--- config.mk ---
export PLATFORM = sky130hd
export DESIGN_NAME = gridworld_q_table_update_flat
export DESIGN_NICKNAME = d
export VERILOG_FILES = /design/src/hdl/gqt_pkg.sv /design/src/hdl/gqt_cmd_if.sv /design/src/hdl/gqt_res_if.sv /design/src/hdl/gqt_cfg_if.sv /design/src/hdl/gqt_table.sv /design/src/hdl/gridworld_q_table_update.sv /design/src/flat_wrapper.sv
export SDC_FILE = /design/constraint.sdc
export NUM_CORES = 2
export LEC_CHECK = 0
export BUFFER_PORTS_ARGS = -buffer_cell sky130_fd_sc_hd__buf_2
export CELL_PAD_IN_SITES_DETAIL_PLACEMENT = 1
export CELL_PAD_IN_SITES_GLOBAL_PLACEMENT = 1
export CORE_ASPECT_RATIO = 0.7
export CORE_MARGIN = 2
export CORE_UTILIZATION = 50
export DETAILED_ROUTE_END_ITERATION = 12
export PLACE_DENSITY_LB_ADDON = 0.05
export SETUP_SLACK_MARGIN = 0.4
export SLEW_MARGIN = 20
export SYNTH_ARGS = -nofsm -noshare
export SYNTH_HDL_FRONTEND = slang
export SYNTH_HIERARCHICAL = 1
export SYNTH_SLANG_ARGS = --single-unit
--- constraint.sdc ---
create_clock -name clk -period 9.9 [get_ports clk]
set_input_delay 0.99 -clock clk [delete_from_list [all_inputs] [get_ports clk]]
set_output_delay 0.99 -clock clk [all_outputs]
set_load 0.01 [all_outputs]
--- src/hdl/gqt_pkg.sv ---
package gqt_pkg;

    // Field widths of the command, result and configuration words.
    localparam int ACT_W      = 2;
    localparam int CELL_W     = 3;
    localparam int QOUT_W     = 16;
    localparam int CFG_IDX_W  = 3;
    localparam int CFG_DATA_W = 4;
    localparam int SIDE_CFG_W = 4;

    // Number of action values kept per cell.
    localparam int LANES = 4;

    // Command codes.
    localparam logic OP_STEP = 1'b0;
    localparam logic OP_READ = 1'b1;

    // Action codes; they also select the lane of a cell's word.
    localparam logic [ACT_W-1:0] ACT_UP    = 2'd0;
    localparam logic [ACT_W-1:0] ACT_DOWN  = 2'd1;
    localparam logic [ACT_W-1:0] ACT_LEFT  = 2'd2;
    localparam logic [ACT_W-1:0] ACT_RIGHT = 2'd3;

    // Configuration register indexes.
    localparam logic [CFG_IDX_W-1:0] REG_GRID_COLS    = 3'd0;
    localparam logic [CFG_IDX_W-1:0] REG_GRID_ROWS    = 3'd1;
    localparam logic [CFG_IDX_W-1:0] REG_TERMINAL_COL = 3'd2;
    localparam logic [CFG_IDX_W-1:0] REG_GOOD_ROW     = 3'd3;
    localparam logic [CFG_IDX_W-1:0] REG_BAD_ROW      = 3'd4;

    // Fixed-point constants with eight fraction bits.
    localparam int FRAC_ONE   = 256;
    localparam int FRAC_TENTH = 26;

    // Control word from the sequencer to the table memory.
    typedef struct packed {
        logic             rd_en;
        logic             wr_en;
        logic [ACT_W-1:0] wr_lane;
    } tbl_ctl_t;

endpackage

--- src/hdl/gqt_cmd_if.sv ---
interface gqt_cmd_if import gqt_pkg::*; ();
    logic              valid;
    logic              ready;
    logic              op;
    logic [ACT_W-1:0]  action;
    logic [CELL_W-1:0] read_col;
    logic [CELL_W-1:0] read_row;

    modport source (output valid, output op, output action, output read_col,
                    output read_row, input ready);
    modport sink (input valid, input op, input action, input read_col,
                  input read_row, output ready);
endinterface

--- src/hdl/gqt_res_if.sv ---
interface gqt_res_if import gqt_pkg::*; ();
    logic                     valid;
    logic                     ready;
    logic [CELL_W-1:0]        agent_col;
    logic [CELL_W-1:0]        agent_row;
    logic signed [QOUT_W-1:0] q_value;
    logic                     hit_wall;
    logic                     episode_end;

    modport source (output valid, output agent_col, output agent_row, output q_value,
                    output hit_wall, output episode_end, input ready);
    modport sink (input valid, input agent_col, input agent_row, input q_value,
                  input hit_wall, input episode_end, output ready);
endinterface

--- src/hdl/gqt_cfg_if.sv ---
interface gqt_cfg_if import gqt_pkg::*; ();
    logic                  valid;
    logic                  ready;
    logic [CFG_IDX_W-1:0]  index;
    logic [CFG_DATA_W-1:0] data;

    modport source (output valid, output index, output data, input ready);
    modport sink (input valid, input index, input data, output ready);
endinterface

--- src/hdl/gqt_table.sv ---
module gqt_table import gqt_pkg::*; #(
    parameter int DEPTH       = 64,
    parameter int ADDR_W      = 6,
    parameter int VALUE_WIDTH = 16
) (
    input  logic                         clk,
    input  logic                         rst_n,
    input  tbl_ctl_t                     ctl,
    input  logic [ADDR_W-1:0]            addr,
    input  logic [VALUE_WIDTH-1:0]       wr_value,
    output logic [LANES*VALUE_WIDTH-1:0] rd_word
);

    logic [LANES*VALUE_WIDTH-1:0] mem [DEPTH];
    logic [DEPTH-1:0]             valid_reg;
    logic [LANES*VALUE_WIDTH-1:0] rdata_reg;
    logic                         rvalid_reg;

    // A write to an entry that was never written also clears its other lanes,
    // so one valid bit per entry stands in for the cleared table.
    always_ff @(posedge clk)
    begin
        for (int lane = 0; lane < LANES; lane++)
        begin
            if (ctl.wr_en && (ACT_W'(lane) == ctl.wr_lane || !valid_reg[addr]))
            begin
                mem[addr][lane*VALUE_WIDTH +: VALUE_WIDTH] <=
                    (ACT_W'(lane) == ctl.wr_lane) ? wr_value : '0;
            end
        end
        if (ctl.rd_en)
        begin
            rdata_reg <= mem[addr];
        end
    end

    always_ff @(posedge clk or negedge rst_n)
    begin
        if (!rst_n)
        begin
            valid_reg  <= '0;
            rvalid_reg <= 1'b0;
        end
        else
        begin
            if (ctl.wr_en)
            begin
                valid_reg[addr] <= 1'b1;
            end
            if (ctl.rd_en)
            begin
                rvalid_reg <= valid_reg[addr];
            end
        end
    end

    assign rd_word = rvalid_reg ? rdata_reg : '0;

endmodule

--- src/hdl/gridworld_q_table_update.sv ---
// Grid-world Q-table update: one command word in, one result word out.
// An accepted command is held in the EXEC state; its result word is registered
// once the result slot is free. No new command is taken until then, as the
// single-port table memory reads the target cell, then writes the old cell's entry.
// Reset: the table reads as all zero, agent at (0,0), reward sum zero,
// configuration at its reset values; no clearing pass is needed.
module gridworld_q_table_update import gqt_pkg::*; #(
    parameter int MAX_SIDE    = 8,
    parameter int VALUE_WIDTH = 16
) (
    input logic       clk,
    input logic       rst_n,
    gqt_cmd_if.sink   cmd,
    gqt_res_if.source res,
    gqt_cfg_if.sink   cfg
);

    localparam int DEPTH  = MAX_SIDE * MAX_SIDE;
    localparam int ADDR_W = $clog2(DEPTH);
    localparam int POS_W  = $clog2(MAX_SIDE);
    localparam int SIDE_W = $clog2(MAX_SIDE + 1);
    localparam int VW     = VALUE_WIDTH;

    localparam logic signed [VW-1:0] D_GOOD  = VW'(FRAC_ONE);
    localparam logic signed [VW-1:0] D_BAD   = VW'(-FRAC_ONE);
    localparam logic signed [VW-1:0] D_OTHER = VW'(-FRAC_TENTH);
    localparam logic signed [VW-1:0] Q_WALL  = VW'(-FRAC_ONE);

    localparam logic ST_IDLE = 1'b0;
    localparam logic ST_EXEC = 1'b1;

    function automatic logic signed [VW-1:0] sat_add(input logic signed [VW-1:0] a,
                                                     input logic signed [VW-1:0] b);
        logic signed [VW:0] s;
        s = {a[VW-1], a} + {b[VW-1], b};
        if (s[VW] != s[VW-1])
        begin
            return s[VW] ? {1'b1, {(VW-1){1'b0}}} : {1'b0, {(VW-1){1'b1}}};
        end
        return s[VW-1:0];
    endfunction

    function automatic logic [SIDE_W-1:0] clamp_side(input logic [SIDE_CFG_W-1:0] n);
        if (n == '0)
        begin
            return SIDE_W'(1);
        end
        if (32'(n) > MAX_SIDE)
        begin
            return SIDE_W'(MAX_SIDE);
        end
        return SIDE_W'(n);
    endfunction

    // Configuration registers.
    logic [SIDE_CFG_W-1:0] grid_cols_reg;
    logic [SIDE_CFG_W-1:0] grid_rows_reg;
    logic [CELL_W-1:0]     terminal_col_reg;
    logic [CELL_W-1:0]     good_row_reg;
    logic [CELL_W-1:0]     bad_row_reg;

    // Agent state.
    logic [POS_W-1:0]     pos_col_reg, pos_col_next;
    logic [POS_W-1:0]     pos_row_reg, pos_row_next;
    logic signed [VW-1:0] reward_reg, reward_next;

    // Command held between issue and completion.
    logic              state_reg, state_next;
    logic              op_reg;
    logic [ACT_W-1:0]  act_reg;
    logic              move_ok_reg;
    logic              term_reg;
    logic              rd_range_reg;
    logic [ADDR_W-1:0] old_addr_reg;
    logic [POS_W-1:0]  new_col_reg;
    logic [POS_W-1:0]  new_row_reg;

    // Result register.
    logic                     out_valid_reg;
    logic [CELL_W-1:0]        out_col_reg;
    logic [CELL_W-1:0]        out_row_reg;
    logic signed [QOUT_W-1:0] out_q_reg;
    logic                     out_wall_reg;
    logic                     out_end_reg;

    // Issue-side logic.
    logic [SIDE_W-1:0] cols_eff, rows_eff;
    logic [SIDE_W-1:0] col_w, row_w, new_col_w, new_row_w;
    logic              under;
    logic              move_ok;
    logic              term_hit;
    logic [POS_W-1:0]  new_col, new_row;
    logic              rd_range;
    logic [ADDR_W-1:0] new_addr, rd_addr, old_addr;
    logic              accept;
    logic              finish;

    // Completion-side logic.
    tbl_ctl_t                 tctl;
    logic [ADDR_W-1:0]        taddr;
    logic [LANES*VW-1:0]      rd_word;
    logic signed [VW-1:0]     lane_val [LANES];
    logic signed [VW-1:0]     max_a, max_b, cell_max;
    logic signed [VW-1:0]     step_q;

    assign cfg.ready = 1'b1;

    always_ff @(posedge clk or negedge rst_n)
    begin
        if (!rst_n)
        begin
            grid_cols_reg    <= SIDE_CFG_W'(3);
            grid_rows_reg    <= SIDE_CFG_W'(2);
            terminal_col_reg <= CELL_W'(2);
            good_row_reg     <= CELL_W'(1);
            bad_row_reg      <= CELL_W'(0);
        end
        else if (cfg.valid)
        begin
            case (cfg.index)
                REG_GRID_COLS:    grid_cols_reg    <= cfg.data;
                REG_GRID_ROWS:    grid_rows_reg    <= cfg.data;
                REG_TERMINAL_COL: terminal_col_reg <= cfg.data[CELL_W-1:0];
                REG_GOOD_ROW:     good_row_reg     <= cfg.data[CELL_W-1:0];
                REG_BAD_ROW:      bad_row_reg      <= cfg.data[CELL_W-1:0];
                default:          ;
            endcase
        end
    end

    // Work out the target cell, whether it lies inside the grid, the read range and the table addresses.
    always_comb
    begin
        cols_eff  = clamp_side(grid_cols_reg);
        rows_eff  = clamp_side(grid_rows_reg);
        col_w     = SIDE_W'(pos_col_reg);
        row_w     = SIDE_W'(pos_row_reg);
        new_col_w = col_w;
        new_row_w = row_w;
        under     = 1'b0;
        case (cmd.action)
            ACT_UP:
            begin
                new_row_w = row_w + SIDE_W'(1);
            end
            ACT_DOWN:
            begin
                under     = (row_w == '0);
                new_row_w = row_w - SIDE_W'(1);
            end
            ACT_LEFT:
            begin
                under     = (col_w == '0);
                new_col_w = col_w - SIDE_W'(1);
            end
            default:
            begin
                new_col_w = col_w + SIDE_W'(1);
            end
        endcase
        move_ok  = !under && (new_col_w < cols_eff) && (new_row_w < rows_eff);
        new_col  = POS_W'(new_col_w);
        new_row  = POS_W'(new_row_w);
        term_hit = (32'(new_col) == 32'(terminal_col_reg));
        rd_range = (32'(cmd.read_col) < MAX_SIDE) && (32'(cmd.read_row) < MAX_SIDE);
        new_addr = ADDR_W'(32'(new_row) * MAX_SIDE + 32'(new_col));
        rd_addr  = ADDR_W'(32'(POS_W'(cmd.read_row)) * MAX_SIDE + 32'(POS_W'(cmd.read_col)));
        old_addr = ADDR_W'(32'(pos_row_reg) * MAX_SIDE + 32'(pos_col_reg));
    end

    assign cmd.ready = (state_reg == ST_IDLE);
    assign accept    = cmd.valid && (state_reg == ST_IDLE);
    // A command waits in the EXEC state until the result slot is free.
    assign finish    = (state_reg == ST_EXEC) && (!out_valid_reg || res.ready);

    always_comb
    begin
        for (int lane = 0; lane < LANES; lane++)
        begin
            lane_val[lane] = rd_word[lane*VW +: VW];
        end
        max_a    = (lane_val[1] > lane_val[0]) ? lane_val[1] : lane_val[0];
        max_b    = (lane_val[3] > lane_val[2]) ? lane_val[3] : lane_val[2];
        cell_max = (max_b > max_a) ? max_b : max_a;
        step_q   = move_ok_reg ? sat_add(reward_reg, cell_max) : Q_WALL;
    end

    always_comb
    begin
        tctl.rd_en   = 1'b0;
        tctl.wr_en   = 1'b0;
        tctl.wr_lane = act_reg;
        taddr        = old_addr_reg;
        if (accept)
        begin
            if (cmd.op == OP_READ)
            begin
                tctl.rd_en = rd_range;
                taddr      = rd_addr;
            end
            else
            begin
                tctl.rd_en = move_ok;
                taddr      = new_addr;
            end
        end
        else if (finish && op_reg == OP_STEP)
        begin
            tctl.wr_en = 1'b1;
        end
    end

    gqt_table #(
        .DEPTH       (DEPTH),
        .ADDR_W      (ADDR_W),
        .VALUE_WIDTH (VW)
    ) u_table (
        .clk      (clk),
        .rst_n    (rst_n),
        .ctl      (tctl),
        .addr     (taddr),
        .wr_value (step_q),
        .rd_word  (rd_word)
    );

    always_comb
    begin
        state_next   = state_reg;
        pos_col_next = pos_col_reg;
        pos_row_next = pos_row_reg;
        reward_next  = reward_reg;
        if (accept)
        begin
            state_next = ST_EXEC;
            // The reward sum moves on issue; the target cell's value arrives next cycle.
            if (cmd.op == OP_STEP && move_ok)
            begin
                if (term_hit && 32'(new_row) == 32'(good_row_reg))
                begin
                    reward_next = sat_add(reward_reg, D_GOOD);
                end
                else if (term_hit && 32'(new_row) == 32'(bad_row_reg))
                begin
                    reward_next = sat_add(reward_reg, D_BAD);
                end
                else
                begin
                    reward_next = sat_add(reward_reg, D_OTHER);
                end
            end
        end
        else if (finish)
        begin
            state_next = ST_IDLE;
            if (op_reg == OP_STEP)
            begin
                if (move_ok_reg && !term_reg)
                begin
                    pos_col_next = new_col_reg;
                    pos_row_next = new_row_reg;
                end
                else
                begin
                    pos_col_next = '0;
                    pos_row_next = '0;
                    reward_next  = '0;
                end
            end
        end
    end

    always_ff @(posedge clk or negedge rst_n)
    begin
        if (!rst_n)
        begin
            state_reg     <= ST_IDLE;
            pos_col_reg   <= '0;
            pos_row_reg   <= '0;
            reward_reg    <= '0;
            out_valid_reg <= 1'b0;
        end
        else
        begin
            state_reg   <= state_next;
            pos_col_reg <= pos_col_next;
            pos_row_reg <= pos_row_next;
            reward_reg  <= reward_next;
            if (finish)
            begin
                out_valid_reg <= 1'b1;
            end
            else if (res.ready)
            begin
                out_valid_reg <= 1'b0;
            end
        end
    end

    always_ff @(posedge clk)
    begin
        if (accept)
        begin
            op_reg       <= cmd.op;
            act_reg      <= cmd.action;
            move_ok_reg  <= move_ok;
            term_reg     <= term_hit;
            rd_range_reg <= rd_range;
            old_addr_reg <= old_addr;
            new_col_reg  <= new_col;
            new_row_reg  <= new_row;
        end
        if (finish)
        begin
            out_col_reg  <= CELL_W'(pos_col_next);
            out_row_reg  <= CELL_W'(pos_row_next);
            if (op_reg == OP_READ)
            begin
                out_q_reg    <= rd_range_reg ? QOUT_W'(lane_val[act_reg]) : '0;
                out_wall_reg <= 1'b0;
                out_end_reg  <= 1'b0;
            end
            else
            begin
                out_q_reg    <= QOUT_W'(step_q);
                out_wall_reg <= !move_ok_reg;
                out_end_reg  <= !move_ok_reg || term_reg;
            end
        end
    end

    assign res.valid       = out_valid_reg;
    assign res.agent_col   = out_col_reg;
    assign res.agent_row   = out_row_reg;
    assign res.q_value     = out_q_reg;
    assign res.hit_wall    = out_wall_reg;
    assign res.episode_end = out_end_reg;

endmodule

--- src/flat_wrapper.sv ---
// flat-port wrapper written by rule: the top's interface ports become plain ports
module gridworld_q_table_update_flat import gqt_pkg::*;
#(
    parameter int MAX_SIDE    = 8,
    parameter int VALUE_WIDTH = 16
)
  (clk, rst_n, cmd_valid, cmd_op, cmd_action, cmd_read_col, cmd_read_row, cmd_ready, res_valid, res_agent_col, res_agent_row, res_q_value, res_hit_wall, res_episode_end, res_ready, cfg_valid, cfg_index, cfg_data, cfg_ready);
  gqt_cmd_if cmd_i ();
  gqt_res_if res_i ();
  gqt_cfg_if cfg_i ();
  input logic clk;
  input logic rst_n;
  input wire logic [$bits(cmd_i.valid)-1:0] cmd_valid;
  input wire logic [$bits(cmd_i.op)-1:0] cmd_op;
  input wire logic [$bits(cmd_i.action)-1:0] cmd_action;
  input wire logic [$bits(cmd_i.read_col)-1:0] cmd_read_col;
  input wire logic [$bits(cmd_i.read_row)-1:0] cmd_read_row;
  output wire logic [$bits(cmd_i.ready)-1:0] cmd_ready;
  output wire logic [$bits(res_i.valid)-1:0] res_valid;
  output wire logic [$bits(res_i.agent_col)-1:0] res_agent_col;
  output wire logic [$bits(res_i.agent_row)-1:0] res_agent_row;
  output wire logic [$bits(res_i.q_value)-1:0] res_q_value;
  output wire logic [$bits(res_i.hit_wall)-1:0] res_hit_wall;
  output wire logic [$bits(res_i.episode_end)-1:0] res_episode_end;
  input wire logic [$bits(res_i.ready)-1:0] res_ready;
  input wire logic [$bits(cfg_i.valid)-1:0] cfg_valid;
  input wire logic [$bits(cfg_i.index)-1:0] cfg_index;
  input wire logic [$bits(cfg_i.data)-1:0] cfg_data;
  output wire logic [$bits(cfg_i.ready)-1:0] cfg_ready;
  assign cmd_i.valid = cmd_valid;
  assign cmd_i.op = cmd_op;
  assign cmd_i.action = cmd_action;
  assign cmd_i.read_col = cmd_read_col;
  assign cmd_i.read_row = cmd_read_row;
  assign cmd_ready = cmd_i.ready;
  assign res_valid = res_i.valid;
  assign res_agent_col = res_i.agent_col;
  assign res_agent_row = res_i.agent_row;
  assign res_q_value = res_i.q_value;
  assign res_hit_wall = res_i.hit_wall;
  assign res_episode_end = res_i.episode_end;
  assign res_i.ready = res_ready;
  assign cfg_i.valid = cfg_valid;
  assign cfg_i.index = cfg_index;
  assign cfg_i.data = cfg_data;
  assign cfg_ready = cfg_i.ready;
  gridworld_q_table_update #(.MAX_SIDE(MAX_SIDE), .VALUE_WIDTH(VALUE_WIDTH)) u_core (.clk(clk), .rst_n(rst_n), .cmd(cmd_i), .res(res_i), .cfg(cfg_i));
endmodule
== Word level (Yosys, flattened, before mapping) ==
Memory sizes are Yosys's and may differ from the RTL's. A register that Yosys moved wholly into a read port is not among the register bits.
Cells that the tools add are included.
Operators by class
  magnitude comparators: 10
  bitwise operators: 5
  multiplexer cells: 94
  $add $sub $neg: 11
  eq/ne operators: 19
  reduce and logical (&&, ||, !) cells: 41
Operator list (number)
  16-bit two-way mux: 30
  64-bit two-way mux: 1
  64-bit bitwise OR: 1
  16-bit greater-than comparator: 3
  1-bit two-way mux: 39
  16-bit binary-select mux with 2-bit select: 1
  4-bit two-way mux: 8
  3-bit two-way mux: 8
  6-bit by 3-bit adder with 6-bit output: 3
  16-bit by 10-bit adder with 17-bit output (second input constant): 1
  16-bit by 16-bit adder with 17-bit output: 1
  16-bit by 6-bit adder with 17-bit output (second input constant): 1
  16-bit by 9-bit adder with 17-bit output (second input constant): 1
  4-bit case mux with 2 select lines: 2
  1-bit logical AND: 14
  6-bit two-way mux: 2
  2-bit AND reduction: 5
  3-bit equality test: 3
  3-bit zero test: 3
  3-bit by 1-bit adder with 4-bit output (second input constant): 2
  4-bit greater-than comparator (second input constant): 2
  4-bit zero test: 2
  4-bit less-than comparator: 2
  3-bit by 1-bit subtractor with 4-bit output (second input constant): 2
  24 further kinds: 43
Storage, ports and cells
  register bits: 147
  RAM bits: 4096
  memories kept: 1
  logic and storage cells: 205
  output and inout port bits: 27
  bits of input ports: 21
Memories
  u_core.u_table.mem: words 64, bits a word 64, read ports 1, clocked after Yosys merged registers in 1, write ports 1, RTL line gqt_table.sv:14  | logic [LANES*VALUE_WIDTH-1:0] mem [DEPTH];

== Longest topological paths before layout ==
  depth after elaboration: 16
  depth in mapped cells: 37
  gate-level depth less buffers: 32

== By module ==
Netlist, hierarchy kept.
Modules (own cells, without submodules)
  gqt_table: times used 1, cells each 8914, area each 163062.6 µm², seq. area each 126546.4 µm²
  gridworld_q_table_update: times used 1, cells each 821, area each 7795.0 µm², seq. area each 2263.4 µm²

== Worst setup path after synthesis ==
OpenSTA, ideal clock, no wires.
  path kind: register -> register
  from: register u_core.u_table.rvalid_reg
  to: memory u_core/u_table/mem[0][57] in the netlist's numbering (data pin)
  data required time: 9532 ps
  stages on the path, launching flop included: 37
  setup slack: 1348 ps
  arrival time: 8184 ps
  cell sequence: dfrtp_1 clkbuf_1 clkbuf_1 and2_1 inv_1 ha_1 a21o_1 a21o_1 a21oi_1 o22ai_1 or3_1 o211ai_2 buf_2 mux2i_1 inv_1 ha_1 a21o_1 a21oi_1 nor2_1 a2111oi_0 nor2_1 o41ai_1 buf_2 buf_2 mux2i_1 ha_1 inv_1 fa_1 nand3b_1 nand2_1 a31oi_2 o32ai_2 o22ai_1 xnor2_1 nand2_1 nand2_1 and3_1
On the way
  word-level cells in the longest chain between the ends: 11
RTL lines
  start: declaration: RTL line gqt_table.sv:17  | logic rvalid_reg;
  start signal: assignment: RTL line gqt_table.sv:52  | rvalid_reg <= valid_reg[addr];
  64-bit two-way mux *: RTL line gqt_table.sv:57  | assign rd_word = rvalid_reg ? rdata_reg : '0;
  via u_core.rd_word[37]: RTL line gridworld_q_table_update.sv:101  | logic [LANES*VW-1:0] rd_word;
  16-bit greater-than comparator: RTL line gridworld_q_table_update.sv:183  | max_b = (lane_val[3] > lane_val[2]) ? lane_val[3] : lane_val[2];
  16-bit two-way mux *: RTL line gridworld_q_table_update.sv:183
  16-bit greater-than comparator: RTL line gridworld_q_table_update.sv:184  | cell_max = (max_b > max_a) ? max_b : max_a;
  16-bit two-way mux *: RTL line gridworld_q_table_update.sv:184
  16-bit by 16-bit adder with 17-bit output *: RTL line gridworld_q_table_update.sv:35  | s = {a[VW-1], a} + {b[VW-1], b};
  16-bit two-way mux / 1-bit != test (equally long branches): RTL line gridworld_q_table_update.sv:38, gridworld_q_table_update.sv:36
  16-bit two-way mux / 1-bit two-way mux (equally long branches): RTL line gridworld_q_table_update.sv:36  | if (s[VW] != s[VW-1])
  16-bit two-way mux *: RTL line gridworld_q_table_update.sv:40  | return s[VW-1:0];
  16-bit two-way mux *: RTL line gridworld_q_table_update.sv:185  | step_q = move_ok_reg ? sat_add(reward_reg, cell_max) : Q_WALL;
  via u_core.step_q[9]: RTL line gridworld_q_table_update.sv:104  | logic signed [VW-1:0] step_q;
  16-bit two-way mux *: RTL line gqt_table.sv:28  | (ACT_W'(lane) == ctl.wr_lane) ? wr_value : '0;
  end: declaration: RTL line gqt_table.sv:14
The timed path passes the listed nets; every way through them passes the cells marked *. The select of a mux whose other input is x is not followed.

== Worst setup path after layout ==
  from: register u_core.u_table.rvalid_reg
  to: memory u_core/u_table/mem[61][43] in the netlist's numbering (data pin)
The elaborated chain is that of the path after synthesis.

==> summary.json <==
{
  "ctsHoldBuffers": {"value": 0},
  "rr_worst_depth": {"value": 35},
  "synth_warnings": {"value": 6},
  "rsz0062_at_grt": {"value": "true"},
  "average_size_of_a_mapped_cell": {"value": 17.6, "unit": "µm²"},
  "cellPowerDensity": {"value": 338, "unit": "nW/µm²"},
  "synth_edf_count": {"value": 4201},
  "drive_above_1_share": {"value": 21.0, "unit": "%"},
  "multi_input_area": {"value": 40400, "unit": "µm²"},
  "row_count": {"value": 179},
  "finalSetupViolCount": {"value": 0},
  "cp_slowest_stage_delay": {"value": 0.64, "unit": "ns"},
  "clock_tree_from_tritoncts": {"value": "done"},
  "arrival": {"value": 9.88, "unit": "ns"},
  "worstPathMaxFanout": {"value": 54},
  "gp_congestion": {"value": 0.957},
  "synthesis.area": {"value": 171000, "unit": "µm²"},
  "finalPower": {"value": 65.3, "unit": "mW"},
  "vias_in_the_first_global_route": {"value": 103334},
  "finClkSkew": {"value": 0.0463, "unit": "ns"},
  "ys_seq_area_share": {"value": 75.4, "unit": "%"},
  "layout_commonest_cell": {"value": "sky130_fd_sc_hd__edfxtp_1"},
  "antenna_violating_nets_left": {"value": 0},
  "syn-instance-count": {"value": 9735},
  "synth_async_reset_ratio": {"value": 2.46, "unit": "%"},
  "insertion_delay": {"value": 0.98, "unit": "ns"},
  "maximum_number_of_pins_on_one_net_before_global_route_repair": {"value": 96},
  "max_slew.worst_pin.slew": {"value": 1.29, "unit": "ns"},
  "boundaryPins": {"value": 48},
  "route.detailed.wl_per_inst": {"value": 47.5, "unit": "µm"},
  "worst_case_vdd_ir_drop": {"value": 0.310, "unit": "mV"},
  "postPlaceCellArea": {"value": 180000, "unit": "µm²"},
  "clock_pin_transition_on_the_worst_setup_and_hold_timing_paths": {"value": 0.07, "unit": "ns"},
  "first_pass_iters": {"value": 8},
  "cp_bufs_invs": {"value": 7},
  "ys_types": {"value": 101},
  "detailed_place_hpwl": {"value": 409000, "unit": "µm"},
  "cts_buffer_depth": {"value": 4},
  "setup.worst_path.start_class": {"value": "flop"},
  "die_height": {"value": 493, "unit": "µm"},
  "gr-usage-all-layers": {"value": 40.1, "unit": "%"},
  "via_per_inst": {"value": 7.30},
  "critical_path.slowest_cell": {"value": "sky130_fd_sc_hd__and2_2"},
  "final_period_minus_worst_setup_slack": {"value": 9.22, "unit": "ns"},
  "mappedNetlistNets": {"value": 9843},
  "critical_path.reg2reg.endpoint": {"value": "u_core/u_table/mem[61][43]"},
  "rr_startpoint": {"value": "u_core/u_table/rvalid_reg"},
  "setup.reg_to_reg.worst_slack": {"value": 0.68, "unit": "ns"},
  "critPathTopFamily": {"value": "compound AO/OA/AOI/OAI gates"},
  "initial_core_util": {"value": 50.3, "unit": "%"},
  "horizontal_die_dimension": {"value": 703, "unit": "µm"},
  "grt_remaining_overflow": {"value": 0},
  "detailedRoute.firstIterationViolations": {"value": 19526},
  "floorplan.die_area": {"value": 346000, "unit": "µm²"},
  "timing_max_transition_violations_final": {"value": 0},
  "wirelength": {"value": 706000, "unit": "µm"},
  "critical_path_class": {"value": "reg -> reg"},
  "largest_register_ffs": {"value": 4096},
  "ys_ff_latch": {"value": 4307},
  "power_leakage": {"value": 63.3, "unit": "nW"},
  "cts.sink_count": {"value": 4307},
  "max-cap-violations": {"value": 0},
  "most-common-layout-cells": {"value": "4201 x sky130_fd_sc_hd__edfxtp_1, 604 x sky130_fd_sc_hd__a221oi_1, 442 x sky130_fd_sc_hd__mux2i_1"},
  "wire_length_of_the_first_global_routing_pass": {"value": 936000, "unit": "µm"},
  "core_area": {"value": 340000, "unit": "µm²"},
  "antenna_found_initial": {"value": 70},
  "seq_cell_area": {"value": 129000, "unit": "µm²"},
  "outcome": {"value": "completed"},
  "area_growth": {"value": 13.1, "unit": "%"},
  "achievable-frequency": {"value": 108, "unit": "MHz"},
  "place.port_buffers": {"value": 46},
  "design_area": {"value": 193000, "unit": "µm²"},
  "postCtsSetupRepairBufs": {"value": 0},
  "fillCellCount": {"value": 29670},
  "final_nets": {"value": 10088},
  "clock-root-buffer": {"value": "sky130_fd_sc_hd__clkbuf_16"},
  "max_slew_margin": {"value": 13.7, "unit": "%"},
  "endpoint_class_of_the_critical_path": {"value": "flop"},
  "drc_errors": {"value": 0},
  "cts.htree.levels": {"value": 5},
  "ys.flop_type": {"value": "sky130_fd_sc_hd__edfxtp_1"},
  "min_period_over_period": {"value": 93.1, "unit": "%"},
  "totalNegativeSetupSlack": {"value": 0, "unit": "ns"},
  "numCtsBuffers": {"value": 413},
  "min-delay-path-class": {"value": "in -> async"},
  "total_via_count_in_the_routed_design": {"value": 108548},
  "critPathRequiredTime": {"value": 10.56, "unit": "ns"},
  "timing.final.hold_violations": {"value": 0}
}
## routing by layer
metal	part of all wire [%]	wire (µm)	vias up	track usage [%]
li1	-	-	40261	-
met1	38	271000	57933	57.7
met5	0.057	403	-	0
met4	5.1	35900	60	16.6
met3	14	101000	1621	12.8
met2	42	298000	8673	56.8
## final cells by class
type                    instances  area share, %
multi-input cells            4663           20.9
well taps                    4525           2.93
flip-flops and latches       4307           66.7
clock buffers                 500           5.60
inverters                      97          0.200
diodes                         37         0.0479
clock inverters               246           1.18
repair buffers                498           2.50
## cell families after synthesis
group           count (synthesis)  share of synthesized area [%]
compound gates               2058                           9.01
xor+xnor                       38                          0.219
fa+ha+maj                      87                          0.650
buf+inv                       775                           2.24
flops                        4307                           75.4
mux                          1107                           8.83
other cells                     1                        0.00219
simple gates                 1362                           3.66
## worst max path at each step
| stage | depth (start not counted) | slack, ns | endpoint | startpoint |
|---|---|---|---|---|
| after global placement | 35 | 0.30 | u_core/u_table/mem[57][11] | u_core/u_table/rvalid_reg |
| after floorplan | 36 | 1.35 | u_core/u_table/mem[0][57] | u_core/u_table/rvalid_reg |
| after global routing | 37 | 0.37 | u_core/u_table/mem[36][58] | u_core/u_table/rvalid_reg |
| after detailed placement | 36 | 0.34 | u_core/u_table/mem[26][40] | u_core/u_table/rvalid_reg |
| after CTS | 37 | 0.40 | u_core/u_table/mem[19][42] | u_core/u_table/rvalid_reg |
| final | 35 | 0.68 | u_core/u_table/mem[61][43] | u_core/u_table/rvalid_reg |
## worst register-to-register path: cells and delay by family (launching register included)
family,cells,cell delay (ns)
AOI/OAI and AO/OA,14,2.84
and+or+nand+nor,7,1.88
buffers and inverters,7,1.40
adders and majority gates,4,1.33
muxes,2,0.77
DFF,1,0.50
xor gates and xnor gates,1,0.20
## cells in the mapped netlist, drive strengths merged, types with 22 or more instances
| cell type | n | area (µm²) |
|---|---|---|
| a21o | 22 | 165 |
| a21oi | 252 | 1310 |
| a221o | 77 | 771 |
| a221oi | 604 | 5290 |
| a22o | 65 | 569 |
| a22oi | 271 | 2050 |
| a31oi | 33 | 213 |
| and2 | 129 | 807 |
| and3 | 29 | 181 |
| buf | 458 | 2640 |
| clkbuf | 220 | 827 |
| dfrtp | 101 | 2530 |
| edfxtp | 4201 | 126000 |
| ha | 84 | 1050 |
| inv | 97 | 364 |
| mux2 | 383 | 4310 |
| mux2i | 443 | 4430 |
| mux4 | 281 | 6330 |
| nand2 | 374 | 1410 |
| nand2b | 73 | 459 |
| nand3 | 32 | 160 |
| nand4 | 32 | 200 |
| nor2 | 572 | 2150 |
| o211ai | 39 | 298 |
| o21ai | 244 | 1220 |
| o221ai | 57 | 505 |
| o22a | 29 | 254 |
| o22ai | 202 | 1260 |
| o2bb2ai | 57 | 499 |
| xnor2 | 22 | 193 |
## stage by stage
| stage | worst slack [ns] | utilization [%] | cells | hold slack [ns] |
|---|---|---|---|---|
| finish | 0.680 | 56.8 | 14873 | 0.0836 |
| global placement | 0.302 | 52.9 | 14072 | 0.425 |
| floorplan | 1.35 | - | 9735 | 0.414 |
| CTS | 0.401 | 56.8 | 14825 | 0.0706 |
| detailed placement | 0.335 | 52.9 | 14079 | 0.439 |
| global route | 0.373 | 56.8 | 14841 | 0.115 |
## report_power, final
| group | switching, mW | internal [mW] |
|---|---|---|
| clock network | 7.10 | 8.72 |
| logic | 18.7 | 6.80 |
| registers | 0.392 | 23.6 |
| total | 26.2 | 39.1 |
## timing repair
item                                   4_1_cts  5_1_grt
setup endpoints to repair                  281     1993
resized for setup                            6       11
pin swaps                                    0        0
endpoints found under the hold margin        0        0
gates cloned                                 0       10
No activity file was read; power rests on OpenSTA's default activity.
